[src/rtl/swlat_pkg.sv]
// shared types and constants for the sliding window latency statistics block
// no dependencies

package swlat_pkg;

  localparam int unsigned SAMPLE_W = 64;
  localparam int unsigned FRAC_W   = 17;
  localparam int unsigned COUNT_W  = 7;

  // q1.16 one and the rounding term for the ceiling in the rank computation
  localparam logic [FRAC_W-1:0] FRAC_ONE   = 17'h1_0000;
  localparam logic [FRAC_W-1:0] FRAC_ROUND = 17'h0_ffff;

  typedef enum logic [1:0] {
    FUNC_RECORD = 2'd0,
    FUNC_REPORT = 2'd1,
    FUNC_CLEAR  = 2'd2,
    FUNC_NONE   = 2'd3
  } func_e;

  typedef enum logic [3:0] {
    ST_IDLE = 4'b0001,
    ST_RANK = 4'b0010,
    ST_SCAN = 4'b0100,
    ST_RESP = 4'b1000
  } state_e;

  typedef struct packed {
    func_e                func;
    logic [SAMPLE_W-1:0]  sample_ns;
    logic [FRAC_W-1:0]    percentile_fraction;
  } req_t;

  typedef struct packed {
    logic [COUNT_W-1:0]   sample_count;
    logic [SAMPLE_W-1:0]  last_ns;
    logic [SAMPLE_W-1:0]  min_ns;
    logic [SAMPLE_W-1:0]  max_ns;
    logic [SAMPLE_W-1:0]  total_ns;
    logic [SAMPLE_W-1:0]  percentile_ns;
  } rsp_t;

  // controls broadcast to every cell of the chain
  typedef struct packed {
    logic record;   // shift the held samples one cell down, newest enters cell 0
    logic load;     // copy held sample into the circulating token
    logic rotate;   // tokens move one cell toward cell 0, wrapping at the end
    logic rank_en;  // tokens collect their rank while passing
  } cell_ctrl_t;

  // controls of the accumulator at the head of the chain
  typedef struct packed {
    logic clear;
    logic accum;
  } head_ctrl_t;

endpackage

[src/rtl/swlat_cell.sv]
// one cell of the window chain: a held sample and a circulating rank token
// depends on swlat_pkg

module swlat_cell import swlat_pkg::*; #(
  parameter int unsigned WINDOW = 64,
  parameter int unsigned POS    = 0
) (
  input  logic                                            clk_i,
  input  logic                                            rst_ni,
  input  cell_ctrl_t                                      ctrl_i,
  input  logic [$clog2(WINDOW+1)-1:0]                     count_i,
  input  logic [SAMPLE_W-1:0]                             shift_val_i,
  input  logic [SAMPLE_W-1:0]                             nxt_val_i,
  input  logic [((WINDOW > 1) ? $clog2(WINDOW) : 1)-1:0]  nxt_rank_i,
  input  logic [((WINDOW > 1) ? $clog2(WINDOW) : 1)-1:0]  nxt_idx_i,
  input  logic                                            nxt_tag_i,
  output logic [SAMPLE_W-1:0]                             hold_val_o,
  output logic [SAMPLE_W-1:0]                             tok_val_o,
  output logic [((WINDOW > 1) ? $clog2(WINDOW) : 1)-1:0]  tok_rank_o,
  output logic [((WINDOW > 1) ? $clog2(WINDOW) : 1)-1:0]  tok_idx_o,
  output logic                                            tok_tag_o
);

  localparam int unsigned IW = (WINDOW > 1) ? $clog2(WINDOW) : 1;
  localparam int unsigned CW = $clog2(WINDOW+1);

  logic [SAMPLE_W-1:0] hold_q, hold_d;
  logic                hvld_q, hvld_d;
  logic [SAMPLE_W-1:0] val_q, val_d;
  logic [IW-1:0]       rank_q, rank_d;
  logic [IW-1:0]       idx_q, idx_d;
  logic                tag_q, tag_d;
  logic                below;
  logic                mine;

  // the held sample orders before the token: smaller, or equal and newer position
  assign below = (hold_q < val_q) || ((hold_q == val_q) && (IW'(POS) < idx_q));
  assign mine  = CW'(POS) < count_i;

  always_comb begin
    hold_d = hold_q;
    hvld_d = hvld_q;
    val_d  = val_q;
    rank_d = rank_q;
    idx_d  = idx_q;
    tag_d  = tag_q;
    if (ctrl_i.record) begin
      hold_d = shift_val_i;
    end
    if (ctrl_i.load) begin
      hvld_d = mine;
      val_d  = hold_q;
      rank_d = '0;
      idx_d  = IW'(POS);
      tag_d  = mine;
    end else if (ctrl_i.rotate) begin
      val_d  = nxt_val_i;
      rank_d = nxt_rank_i;
      idx_d  = nxt_idx_i;
      tag_d  = nxt_tag_i;
    end
  end

  always_ff @(posedge clk_i) begin
    hold_q <= hold_d;
    val_q  <= val_d;
    rank_q <= rank_d;
    idx_q  <= idx_d;
  end

  always_ff @(posedge clk_i or negedge rst_ni) begin
    if (!rst_ni) begin
      hvld_q <= 1'b0;
      tag_q  <= 1'b0;
    end else begin
      hvld_q <= hvld_d;
      tag_q  <= tag_d;
    end
  end

  assign hold_val_o = hold_q;
  assign tok_val_o  = val_q;
  assign tok_rank_o = rank_q + IW'(ctrl_i.rank_en && hvld_q && below);
  assign tok_idx_o  = idx_q;
  assign tok_tag_o  = tag_q;

endmodule

[config.mk]
export PLATFORM = sky130hd
export DESIGN_NAME = swlat_cell
export DESIGN_NICKNAME = d
export VERILOG_FILES = /design/src/rtl/swlat_pkg.sv /design/src/rtl/swlat_cell.sv
export SDC_FILE = /design/constraint.sdc
export NUM_CORES = 1
export LEC_CHECK = 0
export BUFFER_PORTS_ARGS = -buffer_cell sky130_fd_sc_hd__buf_2
export CAP_MARGIN = 0
export CORE_AREA = 2 2 123 125
export CTS_CLUSTER_SIZE = 14
export DETAILED_ROUTE_END_ITERATION = 16
export DIE_AREA = 0 0 125 127
export GPL_ROUTABILITY_DRIVEN = 0
export PLACE_DENSITY = 0.78
export SYNTH_ARGS = -nofsm -noshare
export SYNTH_HDL_FRONTEND = slang
export SYNTH_SLANG_ARGS = --single-unit
[constraint.sdc]
create_clock -name clk_i -period 3.2 [get_ports clk_i]
set_input_delay 0 -clock clk_i [delete_from_list [all_inputs] [get_ports clk_i]]
set_output_delay 0 -clock clk_i [all_outputs]
set_load 0.05 [all_outputs]
==> Implementation_results.wiki, run 1 <==
{| class="wikitable"
! Metric !! Value
|-
| Vias in the first global route || 6709
|-
| Wire length of the first global-routing pass || about 36000 µm
|-
| Warnings, synthesis || 0
|-
| Synth Area in XOR/XNOR || 0.511%
|-
| Fraction of layout instances using a drive strength above 1 || 47.5%
|-
| Main combinational cell family by area after synthesis || multiplexers
|-
| All-layer global routing usage || 29.5%
|-
| Time the worst path needs with I/O delays and setup || between 3 and 4 ns
|-
| Synthesized net count || around 700
|-
| Number of nets in the final layout || 1184
|-
| Total die area || 15900 µm²
|-
| Critical path, cell by cell || inv_1, ha_1, nand4_2, nor4_4, nand4_1, nand3b_4, a21o_1, a31o_4, ha_4, and3_4, nand3_2, xnor2_2, buf_6
|-
| Hold Startpoint || ctrl_i[2]
|-
| Antenna fix cells || 0
|-
| Max-slew violation count || 0
|-
| Element type at the critical path start || register
|-
| Worst R2R Start || tok_tag_o
|-
| Synth Instances || 491
|-
| Maximum fanout count along the critical path || 3
|-
| Number of filler instances in the final layout || 798
|-
| Adder-cell area share of the yosys netlist || roughly 12%
|-
| Kind of end point of the critical path || output port
|-
| Clock skew after layout || 0.00887 ns
|-
| Combined buffer and inverter count along the critical path || 2
|-
| Asr flop ratio synth || around 1.4%
|-
| Placeable core region || 14400 µm²
|-
| Simple-gate portion of the synthesized area || 6.02%
|-
| Antenna Nets Post-Route || 0
|-
| Violated checks || negative setup slack
|-
| Final number of setup-violating endpoints || 3
|-
| Most common cell after layout, fill and taps aside || sky130_fd_sc_hd__buf_2
|-
| Die outline width || 125 µm
|-
| CTS root buffer || sky130_fd_sc_hd__clkbuf_16
|-
| Routed via count divided by cell count || 5.37
|-
| Post-synth EDFFs || 128
|-
| Crit path required time || between 3 and 4 ns
|-
| Slew at the pin closest to its max-slew limit || 1.01 ns
|-
| Outcome || finished with violations
|-
| DRC violation count after routing || 0
|-
| Clock Pin Slew Worst Setup and Hold Paths || 0.07 ns
|-
| Detailed placer's ending HPWL || roughly 14000 µm
|-
| Syn_area_per_cell || 14.0 µm²
|-
| Post-route clock period utilization || 102%
|-
| Final worst slack || -0.0718 ns
|-
| Pwr/cell area || 524 nW/µm²
|-
| Number of buffers added by the clock tree synthesis step || 17
|-
| Post-synthesis sequential element count || 142
|-
| Critical Path Source || tok_val_o[36]
|-
| Initial standard-cell utilization of the core || 47.6%
|-
| Post-synth top flop || sky130_fd_sc_hd__edfxtp_1
|-
| CTS tree || yes
|-
| Top-Level Pins || just under 300
|-
| Placed Cells incl. Taps || 964
|-
| Via Count || 6227
|-
| Largest delay share family, worst path || simple AND/OR/NAND/NOR gates
|-
| Antenna violations before repair || 0
|-
| Max-Slew Margin vs Limit || 32.5%
|-
| Synth Area in Compound Gates || 4.60%
|-
| Overflow left after global routing || 0
|-
| Type of the setup path with the least slack || reg2out
|-
| Largest net degree at the start of global routing || 65
|-
| Unrepaired setup endpoints after global routing || yes
|-
| Endpoint arrival time on the critical path || 3.27 ns
|-
| Multiplexer area fraction after synthesis || 12.4%
|-
| LEAKAGE || 5.05 nW
|-
| Worst Hold Class || in2reg
|-
| Iteration-0 DRC count of the detailed router || 440
|-
| Routed len/inst || 21.1 µm
|-
| Slowest CP cell || sky130_fd_sc_hd__edfxtp_1
|-
| Sinks on the clock net || about 140
|-
| Total wirelength of the detailed-routed design || ~24000 µm
|-
| Cell Area, Synth || 6860 µm²
|-
| Row Count || 44
|-
| Filler-free cell count of the finished design || 1160
|-
| Utilization of the core after routing || 77.0%
|-
| Overall die height || 127 µm
|-
| Clock network latency to the later pin of the worst-skew pair || 0.42 ns
|-
| Number of maximum-capacitance violations || 0
|-
| Highest clock rate || 306 MHz
|-
| H-tree depth || 4
|-
| Maximum vdd ir drop || 0.446 mV
|-
| Delay of the slowest critical-path stage || 0.39 ns
|-
| Area delta synth->final || 61.9%
|-
| Sequential element share of the synthesized area || 60.2%
|-
| Buffers on Ports || around 290
|-
| Library cells used by synthesis || 41
|-
| Commonest cells after routing, fill and taps aside || 288 x sky130_fd_sc_hd__buf_2, 146 x sky130_fd_sc_hd__dlygate4sd3_1, 128 x sky130_fd_sc_hd__edfxtp_1
|-
| Number of detailed-route iterations in the first pass || 4
|-
| Final hold violation count || 0
|-
| Clock Path Buffers || 2
|}
[layout make-up]
cell class / count / area [µm²] / share of cell area [%]
Inverter: 65 / 244 / 2.20
Sequential cell: 142 / 4130 / 37.2
Timing Repair Buffer: 465 / 3150 / 28.4
Multi-Input combinational cell: 273 / 2830 / 25.4
Clock buffer: 17 / 425 / 3.83
Clock inverter: 14 / 96.3 / 0.867
Tap cell: 184 / 230 / 2.07
[cell families (layout without fill, tap and decap cells)]
logic type | Yosys count | count (layout)
and+or+nand+nor | 74 | 74
buffers and inverters | 76 | 561
AOI/OAI and AO/OA | 52 | 52
adders and majority gates | 66 | 66
xor gates and xnor gates | 4 | 4
muxes | 77 | 77
DFF | 142 | 142
[power breakdown]
group,switching (W),internal (W),leakage [nW]
registers,0.000129,0.00222,1.40
logic,0.00107,0.000599,3.41
clock network,0.000819,0.000983,0.245
total,0.00202,0.00380,5.05
[worst paths after layout]
check | endpoint | slack [ns] | depth (start not counted)
max | tok_rank_o[5] | -0.07 | 13
min | hvld_q | 0.09 | 2
max reg2reg | tok_tag_o | 1.70 | 3
min reg2reg | tok_idx_o[5] | 0.54 | 2
max in group asynchronous | tok_tag_o | 2.58 | 3
min in group asynchronous | hvld_q | 0.48 | 3
[state kept, by name, indices dropped and copies added, names as in the netlist]
name	count
hvld_q	1
tok_tag_o	1
tok_val_o	64
hold_val_o	64
tok_idx_o	6
rank_q	6
[per-layer routing]
| layer | GRT usage [%] | share of wire [%] | wire (µm) |
|---|---|---|---|
| met1 | 33.0 | 35 | 8600 |
| met2 | 53.2 | 53 | 12900 |
| met3 | 8.25 | 8.8 | 2160 |
| met4 | 12.4 | 3.3 | 819 |
| met5 | 0 | 0 | 0 |
[timing repair]
action | 4_1_cts | 5_1_grt
hold buffers | 146 | 0
gates cloned | 0 | 0
hold endpoints to repair | 144 | 0
gates resized for setup | 28 | 32
buffers inserted | 6 | 13
endpoints found under the setup margin | 6 | 6
pin swaps | 7 | 23
[synth_stat cells, drive strengths merged, types with 2 or more instances]
cell type | count | area, µm²
a21oi | 26 | 130
mux2i | 12 | 120
o21ai | 8 | 40.0
a21o | 3 | 22.5
nand3 | 9 | 45.0
a211oi | 2 | 15.0
nor4 | 5 | 58.8
o21a | 2 | 15.0
xnor2 | 2 | 17.5
nor2 | 21 | 78.8
inv | 65 | 244
dfrtp | 2 | 50.1
dfxtp | 12 | 240
ha | 66 | 826
edfxtp | 128 | 3840
a221oi | 3 | 26.3
nand4 | 9 | 81.3
clkbuf | 10 | 37.5
nand2 | 23 | 86.3
xor2 | 2 | 17.5
mux2 | 65 | 732
[worst reg2reg max path, cell delays in order (launching register included)]
cell and delay [ns]:
sky130_fd_sc_hd__dfrtp_1 0.38, sky130_fd_sc_hd__mux2_2 0.27, sky130_fd_sc_hd__o21a_1 0.18, sky130_fd_sc_hd__dlygate4sd3_1 0.56
[through the flow]
| step | setup WS (ns) | instance area [µm²] | hold WS, ns | total power [W] | TNS, ns |
|---|---|---|---|---|---|
| global placement | -0.265 | 8600 | -0.216 | 0.00366 | -0.752 |
| global route | -0.183 | 11100 | 0.0777 | 0.00601 | -0.602 |
| finish | -0.0718 | 11100 | 0.0928 | 0.00582 | -0.149 |
| floorplan | 0.159 | 6890 | -0.296 | 0.00329 | 0 |
| CTS | -0.133 | 10800 | 0.0478 | 0.00567 | -0.459 |
| detailed placement | -0.268 | 8600 | -0.208 | 0.00370 | -0.801 |
No activity file was read; power rests on OpenSTA's default activity.
==> run 2, diff against run 1 <==
--- a/config.mk
+++ b/config.mk
@@ -5,14 +5,15 @@
 export SDC_FILE = /design/constraint.sdc
 export NUM_CORES = 1
 export LEC_CHECK = 0
+export ABC_AREA = 1
 export BUFFER_PORTS_ARGS = -buffer_cell sky130_fd_sc_hd__buf_2
 export CAP_MARGIN = 0
-export CORE_AREA = 2 2 123 125
+export CORE_AREA = 2 2 124 126
 export CTS_CLUSTER_SIZE = 14
 export DETAILED_ROUTE_END_ITERATION = 16
-export DIE_AREA = 0 0 125 127
+export DIE_AREA = 0 0 126 128
 export GPL_ROUTABILITY_DRIVEN = 0
-export PLACE_DENSITY = 0.78
+export PLACE_DENSITY = 0.79
 export SYNTH_ARGS = -nofsm -noshare
 export SYNTH_HDL_FRONTEND = slang
 export SYNTH_SLANG_ARGS = --single-unit
==> Implementation_results.wiki, run 2 <==
{| class="wikitable"
! Metric !! Value
|-
| Antenna Nets Post-Route || 0 (unchanged)
|-
| Warnings, synthesis || 0 (unchanged)
|-
| Syn_area_per_cell || 9.88 µm² (was 14.0 µm²)
|-
| Worst Hold Class || in2reg (unchanged)
|-
| Buffers on Ports || 294 (unchanged)
|-
| Number of maximum-capacitance violations || 0 (unchanged)
|-
| Critical Path Source || hold_val_o[51] (was tok_val_o[36])
|-
| Commonest cells after routing, fill and taps aside || 292 x sky130_fd_sc_hd__buf_2, 271 x sky130_fd_sc_hd__nand2_1, 153 x sky130_fd_sc_hd__dlygate4sd3_1 (was 288 x sky130_fd_sc_hd__buf_2, 146 x sky130_fd_sc_hd__dlygate4sd3_1, 128 x sky130_fd_sc_hd__edfxtp_1)
|-
| Vias in the first global route || 7251 (was 6709)
|-
| Top-Level Pins || 295 (unchanged)
|-
| Worst R2R Start || rank_q[1] (was tok_tag_o)
|-
| Routed via count divided by cell count || 5.09 (was 5.37)
|-
| Combined buffer and inverter count along the critical path || 1 (was 2)
|-
| Cell Area, Synth || 7020 µm² (was 6860 µm²)
|-
| Cell type with the highest aggregate area in the netlist || sky130_fd_sc_hd__edfxtp_1 (unchanged)
|-
| Routed len/inst || 17.5 µm (was 21.1 µm)
|-
| Slew at the pin closest to its max-slew limit || 0.858 ns (was 1.01 ns)
|-
| Slowest CP cell || sky130_fd_sc_hd__edfxtp_1 (unchanged)
|-
| Maximum fanout count along the critical path || 3 (unchanged)
|-
| Final hold violation count || 0 (unchanged)
|-
| Element type at the critical path start || register (unchanged)
|-
| Synthesized net count || 931 (was 711)
|-
| Kind of end point of the critical path || output port (unchanged)
|-
| Type of the setup path with the least slack || reg2out (unchanged)
|-
| Cell types with the highest counts after synthesis || 271 x sky130_fd_sc_hd__nand2_1, 128 x sky130_fd_sc_hd__edfxtp_1, 84 x sky130_fd_sc_hd__inv_1, 66 x sky130_fd_sc_hd__ha_1, 45 x sky130_fd_sc_hd__nor2_1 (was 128 x sky130_fd_sc_hd__edfxtp_1, 66 x sky130_fd_sc_hd__ha_1, 65 x sky130_fd_sc_hd__inv_1, 65 x sky130_fd_sc_hd__mux2_2, 26 x sky130_fd_sc_hd__a21oi_1)
|-
| Crit path required time || 3.20 ns (about the same)
|-
| Area delta synth->final || 55.6% (was 61.9%)
|-
| Max-slew violation count || 0 (unchanged)
|-
| Overall die height || 128 µm (was 127 µm)
|-
| Share of Yosys cell area claimed by the top area cell type || 54.7% (was 56.0%)
|-
| CTS tree || yes (unchanged)
|-
| Antenna violations before repair || 2 (was 0)
|-
| Worst slack, placed || 0.524 ns (was -0.268 ns)
|-
| Row Count || 45 (was 44)
|-
| Pwr/cell area || 549 nW/µm² (was 524 nW/µm²)
|-
| Number of logic stages on the critical path including buffering || 13 (unchanged)
|-
| Total die area || 16100 µm² (was 15900 µm²)
|-
| CTS root buffer || sky130_fd_sc_hd__clkbuf_16 (unchanged)
|-
| Placeable core region || 14900 µm² (was 14400 µm²)
|-
| Iteration-0 DRC count of the detailed router || 546 (was 440)
|-
| Wire length of the first global-routing pass || 36900 µm (was 36000 µm)
|-
| Largest delay share family, worst path || adder cells (was simple AND/OR/NAND/NOR gates)
|-
| Maximum vdd ir drop || 0.399 mV (was 0.446 mV)
|-
| Most common cell after layout, fill and taps aside || sky130_fd_sc_hd__buf_2 (unchanged)
|-
| Outcome || finished, final reports clean (was finished with violations)
|-
| Initial standard-cell utilization of the core || 47.2% (was 47.6%)
|-
| Post-route clock period utilization || 96.5% (was 102%)
|-
| Number of detailed-route iterations in the first pass || 5 (was 4)
|-
| Sequential element share of the synthesized area || 58.9% (was 60.2%)
|-
| Max-Slew Margin vs Limit || 42.8% (was 32.5%)
|-
| Highest clock rate || 324 MHz (was 306 MHz)
|-
| Synth Instances || 711 (was 491)
|-
| All-layer global routing usage || 29.5% (about the same)
|-
| Clock network latency to the later pin of the worst-skew pair || 0.42 ns (about the same)
|-
| Clock skew after layout || 0.0192 ns (was 0.00887 ns)
|-
| Overflow left after global routing || 0 (unchanged)
|-
| Final worst slack || 0.112 ns (was -0.0718 ns)
|-
| Post-synth top flop || sky130_fd_sc_hd__edfxtp_1 (unchanged)
|-
| Die outline width || 126 µm (was 125 µm)
|-
| Post-synth EDFFs || 128 (unchanged)
|-
| Endpoint arrival time on the critical path || 3.09 ns (was 3.27 ns)
|-
| Post-placement cell area || 8730 µm² (was 8600 µm²)
|-
| H-tree depth || 4 (unchanged)
|-
| Library cells used by synthesis || 28 (was 41)
|-
| DRC violation count after routing || 0 (unchanged)
|-
| LEAKAGE || 5.47 nW (was 5.05 nW)
|-
| Fraction of layout instances using a drive strength above 1 || 30.2% (was 47.5%)
|-
| Final number of setup-violating endpoints || 0 (was 3)
|-
| Post-synthesis sequential element count || 142 (unchanged)
|-
| Critical path, cell by cell || ha_1, nand2_2, nor2_2, nand2_2, nor2_4, nand2_2, nor2_2, nand4_1, a21oi_2, ha_2, ha_2, xor2_1, buf_2 (was inv_1, ha_1, nand4_2, nor4_4, nand4_1, nand3b_4, a21o_1, a31o_4, ha_4, and3_4, nand3_2, xnor2_2, buf_6)
|-
| Most repeated library cell on the critical path || sky130_fd_sc_hd__nand2_2
|-
| Worst reg-to-reg path cell count || 3 (unchanged)
|-
| CP Capture Point || tok_rank_o[2] (was tok_rank_o[5])
|-
| R2R setup slack || 1.93 ns (was 1.70 ns)
|-
| Time the worst path needs with I/O delays and setup || 3.09 ns (was 3.27 ns)
|-
| Largest cells by area after synthesis || sky130_fd_sc_hd__edfxtp_1 55%, sky130_fd_sc_hd__nand2_1 14%, sky130_fd_sc_hd__ha_1 12% (was sky130_fd_sc_hd__edfxtp_1 56%, sky130_fd_sc_hd__ha_1 12%, sky130_fd_sc_hd__mux2_2 11%)
|-
| Sinks on the clock net || 142 (unchanged)
|-
| Final Instance Area || 10900 µm² (was 11100 µm²)
|-
| Worst flop-to-flop path endpoint || rank_q[1] (was tok_tag_o)
|-
| Via Count || 6972 (was 6227)
|-
| Number of nets in the final layout || 1387 (was 1184)
|-
| Cell with the most instances after synthesis || sky130_fd_sc_hd__nand2_1 (was sky130_fd_sc_hd__edfxtp_1)
|-
| Delay of the slowest critical-path stage || 0.44 ns (was 0.39 ns)
|-
| Detailed placer's ending HPWL || 14300 µm (was 13800 µm)
|-
| Clock Pin Slew Worst Setup and Hold Paths || 0.06 ns (was 0.07 ns)
|-
| Aggregate negative setup slack || 0 ns (was -0.149 ns)
|-
| Asr flop ratio synth || 1.41% (unchanged)
|-
| Clock Path Buffers || 2 (unchanged)
|-
| Number of buffers added by the clock tree synthesis step || 17 (unchanged)
|-
| Total wirelength of the detailed-routed design || 23900 µm (was 24500 µm)
|-
| Largest net degree at the start of global routing || 43 (was 65)
|}
-- run 2: layout make-up --
cell class,instances,area (µm²)
repair buffers,454,3090
fillers,938,3940
clock buffers,18,429
diodes,2,5.00
inverters,87,327
flip-flops and latches,142,4130
multi-input cells,465,2520
well taps,188,235
clock inverters,14,190
-- run 2: power breakdown --
part | total [W] | internal, W | switching, W
sequential | 0.00233 | 0.00221 | 0.000120
clock | 0.00211 | 0.00130 | 0.000801
combinational | 0.00155 | 0.000499 | 0.00106
total | 0.00600 | 0.00402 | 0.00198
-- run 2: cell families (layout without fill, tap and decap cells) --
group | count (synthesis) | in the layout | share of synthesized area, %
AOI/OAI and AO/OA | 48 | 48 | 3.63
xor gates and xnor gates | 4 | 4 | 0.499
adders and majority gates | 66 | 66 | 11.8
buffers and inverters | 104 | 573 | 5.59
DFF | 142 | 142 | 58.9
other | 0 | 2 | 0
and+or+nand+nor | 347 | 347 | 19.7
-- run 2: worst register-to-register path, delay by kind of cell, from the launching register on --
family / cells / cell delay [ns]
AO/OA/AOI/OAI: 1 / 0.16
buffers and inverters: 1 / 0.58
flip-flops: 1 / 0.35
AND/OR/NAND/NOR: 1 / 0.06
-- run 2: how the worst min path moves through the flow --
stage                         start            to  slack, ns  depth (start not counted)
after floorplan              rst_ni        hvld_q      -0.30                          0
after global placement       rst_ni     tok_tag_o      -0.21                          1
after detailed placement     rst_ni        hvld_q      -0.21                          1
after CTS                 ctrl_i[1]     rank_q[0]      0.001                          3
after global routing      ctrl_i[1]  tok_idx_o[4]       0.04                          3
final                     ctrl_i[1]  tok_idx_o[4]       0.03                          3
-- run 2: timing repair --
item / in CTS / in global routing
buffers inserted: 0 / 1
setup endpoints to repair: 0 / 3
hold buffers: 153 / 0
hold endpoints to repair: 144 / 0
gates resized for setup: 0 / 10
-- run 2: per-layer routing --
layer | part of all wire (%) | track usage [%] | vias to the layer above
li1 | - | - | 3238
met3 | 9.0 | 7.76 | 74
met1 | 36 | 32.5 | 3227
met5 | 0 | 0 | -
met4 | 3.4 | 12.9 | 0
met2 | 52 | 53.5 | 433
-- run 2: metrics by stage --
| step | total power (W) | hold WS, ns | util [%] | instances |
|---|---|---|---|---|
| after floorplan | 0.00330 | -0.296 | - | 711 |
| after global placement | 0.00368 | -0.214 | 58.8 | 1182 |
| after detailed placement | 0.00372 | -0.213 | 58.8 | 1182 |
| after CTS | 0.00595 | 0.00146 | 73.2 | 1367 |
| after global routing | 0.00623 | 0.0442 | 73.5 | 1370 |
| final | 0.00600 | 0.0252 | 73.5 | 1370 |
==> run 3, diff against run 2 <==
--- a/config.mk
+++ b/config.mk
@@ -7,13 +7,13 @@
 export LEC_CHECK = 0
 export ABC_AREA = 1
 export BUFFER_PORTS_ARGS = -buffer_cell sky130_fd_sc_hd__buf_2
-export CAP_MARGIN = 0
-export CORE_AREA = 2 2 124 126
+export CAP_MARGIN = 5
+export CORE_AREA = 2 2 136 138
 export CTS_CLUSTER_SIZE = 14
 export DETAILED_ROUTE_END_ITERATION = 16
-export DIE_AREA = 0 0 126 128
+export DIE_AREA = 0 0 138 140
 export GPL_ROUTABILITY_DRIVEN = 0
-export PLACE_DENSITY = 0.79
+export PLACE_DENSITY = 0.77
 export SYNTH_ARGS = -nofsm -noshare
 export SYNTH_HDL_FRONTEND = slang
 export SYNTH_SLANG_ARGS = --single-unit
==> Implementation_results.wiki, run 3 (same netlist as run 2, synthesis figures left out) <==
{| class="wikitable"
! Metric !! Value
|-
| Clock skew after layout || 0.00718 ns (was 0.0192 ns)
|-
| Die outline width || 138 µm (was 126 µm)
|-
| Switching share of power || 32.8% (was 33.0%)
|-
| Detailed placer's ending HPWL || 14500 µm (was 14300 µm)
|-
| Top-Level Pins || 295 (unchanged)
|-
| Row Count || 49 (was 45)
|-
| CTS tree || yes (unchanged)
|-
| Endpoint arrival time on the critical path || 3.06 ns (was 3.09 ns)
|-
| Internal Power || 0.00412 W (was 0.00402 W)
|-
| Clock Pin Slew Worst Setup and Hold Paths || 0.07 ns (was 0.06 ns)
|-
| Final number of setup-violating endpoints || 0 (unchanged)
|-
| Clock network power share || 36.6% (was 35.1%)
|-
| All-layer global routing usage || 23.6% (was 29.5%)
|-
| Wire length of the first global-routing pass || 36200 µm (was 36900 µm)
|-
| Most common cell after layout, fill and taps aside || sky130_fd_sc_hd__buf_2 (unchanged)
|-
| Clock network latency to the later pin of the worst-skew pair || 0.41 ns (was 0.42 ns)
|-
| Antenna violations before repair || 1 (was 2)
|-
| Placed Cells incl. Taps || 1223 (was 1182)
|-
| Overflow left after global routing || 0 (unchanged)
|-
| Iteration-0 DRC count of the detailed router || 416 (was 546)
|-
| Worst Hold Class || in2reg (unchanged)
|-
| Pwr/cell area || 553 nW/µm² (was 549 nW/µm²)
|-
| Via Count || 6852 (was 6972)
|-
| Routed len/inst || 16.5 µm (was 17.5 µm)
|-
| Slew at the pin closest to its max-slew limit || 0.781 ns (was 0.858 ns)
|-
| Maximum fanout count along the critical path || 3 (unchanged)
|-
| Sinks on the clock net || 142 (unchanged)
|-
| Type of the setup path with the least slack || reg2out (unchanged)
|-
| CTS root buffer || sky130_fd_sc_hd__clkbuf_16 (unchanged)
|-
| Post-route clock period utilization || 95.7% (was 96.5%)
|-
| Vias in the first global route || 7239 (was 7251)
|-
| Highest clock rate || 327 MHz (was 324 MHz)
|-
| Switching power || 0.00201 W (was 0.00198 W)
|-
| Placeable core region || 17800 µm² (was 14900 µm²)
|-
| Maximum vdd ir drop || 0.515 mV (was 0.399 mV)
|-
| Number of detailed-route iterations in the first pass || 5 (unchanged)
|-
| Count of cells along the worst hold path || 3 (unchanged)
|-
| Largest net degree at the start of global routing || 65 (was 43)
|-
| Initial standard-cell utilization of the core || 39.5% (was 47.2%)
|-
| Utilization of the core after routing || 62.3% (was 73.5%)
|-
| Relative contribution of combinational cells to total power || 25.4% (was 25.9%)
|-
| Time the worst path needs with I/O delays and setup || 3.06 ns (was 3.09 ns)
|-
| Routed via count divided by cell count || 4.84 (was 5.09)
|-
| Filler-free cell count of the finished design || 1416 (was 1370)
|-
| Worst reg-to-reg path cell count || 3 (unchanged)
|-
| Number of maximum-capacitance violations || 0 (unchanged)
|-
| Overall die height || 140 µm (was 128 µm)
|-
| Area delta synth->final || 57.8% (was 55.6%)
|-
| Commonest cells after routing, fill and taps aside || 292 x sky130_fd_sc_hd__buf_2, 271 x sky130_fd_sc_hd__nand2_1, 154 x sky130_fd_sc_hd__dlygate4sd3_1 (was 292 x sky130_fd_sc_hd__buf_2, 271 x sky130_fd_sc_hd__nand2_1, 153 x sky130_fd_sc_hd__dlygate4sd3_1)
|-
| Fraction of layout instances using a drive strength above 1 || 30.5% (was 30.2%)
|-
| Clock Path Buffers || 2 (unchanged)
|-
| Max-slew violation count || 0 (unchanged)
|-
| Kind of end point of the critical path || output port (unchanged)
|-
| Sequential Power Share || 38.0% (was 38.9%)
|-
| Total die area || 19300 µm² (was 16100 µm²)
|-
| Crit path required time || 3.20 ns (about the same)
|-
| DRC violation count after routing || 0 (unchanged)
|-
| H-tree depth || 4 (unchanged)
|-
| Outcome || finished, final reports clean (unchanged)
|-
| Total wirelength of the detailed-routed design || 23400 µm (was 23900 µm)
|-
| Element type at the critical path start || register (unchanged)
|-
| Max-Slew Margin vs Limit || 47.9% (was 42.8%)
|-
| LEAKAGE || 5.53 nW (was 5.47 nW)
|-
| Worst Hold Margin || 0.0256 ns (was 0.0252 ns)
|-
| Antenna Nets Post-Route || 0 (unchanged)
|-
| Final hold violation count || 0 (unchanged)
|-
| Number of buffers added by the clock tree synthesis step || 17 (unchanged)
|-
| Number of nets in the final layout || 1393 (was 1387)
|-
| Buffers on Ports || 294 (unchanged)
|}
run 3: cell types whose count changed in the layout (fill, tap and decap cells not counted), sizes merged:
cell         delta
bufinv          +1
diode           -1
buf             +4
clkinvlp        -3
inv             +3
dlygate4sd3     +1
run 3: power groups by stage:
stage	clock, W	sequential, W	combinational [W]
after floorplan	0	0.00288	0.000420
after global placement	0	0.00235	0.00134
after detailed placement	0	0.00236	0.00136
after CTS	0.00228	0.00232	0.00152
after global routing	0.00235	0.00235	0.00167
final	0.00225	0.00233	0.00156
run 3: critical path, stage by stage, from the launching register on:
cell and delay [ns]:
sky130_fd_sc_hd__edfxtp_1 0.41, sky130_fd_sc_hd__ha_1 0.32, sky130_fd_sc_hd__nand2_1 0.11, sky130_fd_sc_hd__nor2_2 0.16, sky130_fd_sc_hd__nand2_2 0.10, sky130_fd_sc_hd__nor2_4 0.13, sky130_fd_sc_hd__nand2_2 0.09, sky130_fd_sc_hd__nor2_4 0.14
sky130_fd_sc_hd__nand4_1 0.11, sky130_fd_sc_hd__a21oi_2 0.17, sky130_fd_sc_hd__ha_2 0.21, sky130_fd_sc_hd__ha_1 0.19, sky130_fd_sc_hd__nand3_1 0.10, sky130_fd_sc_hd__xnor2_1 0.18, sky130_fd_sc_hd__buf_4 0.23
run 3: metal layers:
layer	wire (µm)	vias to the layer above	global-route usage, %	share of wire [%]
li1	-	3241	-	-
met1	8610	3180	25.8	37
met2	12100	353	43.0	52
met3	1820	78	6.26	7.8
met4	879	0	10.6	3.8
met5	0	-	0	0
run 3: per-stage QoR:
step / total power, W / area, µm² / setup TNS (ns) / worst slack (ns)
after global placement: 0.00369 / 8780 / 0 / 0.473
after CTS: 0.00612 / 11000 / 0 / 0.0177
after global routing: 0.00637 / 11100 / -0.0234 / -0.0234
after floorplan: 0.00330 / 7020 / 0 / 0.156
final: 0.00613 / 11100 / 0 / 0.139
after detailed placement: 0.00372 / 8780 / 0 / 0.418
run 3: layout make-up:
type | count | area (µm²)
Antenna cell | 1 | 2.50
Clock buffer | 17 | 425
Clock inverter | 15 | 231
Fill cell | 1320 | 6700
Inverter | 87 | 327
Multi-Input combinational cell | 465 | 2540
Sequential cell | 142 | 4130
Tap cell | 229 | 287
Timing Repair Buffer | 460 | 3130
run 3: repair_timing:
action | in CTS | in global routing
hold buffers | 154 | 0
hold endpoints to repair | 144 | 0
setup endpoints to repair | 1 | 3
resized for setup | 1 | 8
cloned | 0 | 0
setup buffers | 1 | 5
run 3: path summary, 6_finish.rpt:
check,start,end,slack [ns]
max in group asynchronous,rst_ni,tok_tag_o,2.61
setup reg to reg,rank_q[3],rank_q[3],1.95
setup / recovery,hold_val_o[63],tok_rank_o[4],0.14
min in group asynchronous,rst_ni,hvld_q,0.46
hold / removal,ctrl_i[1],tok_idx_o[5],0.03
hold reg to reg,hvld_q,hvld_q,0.49
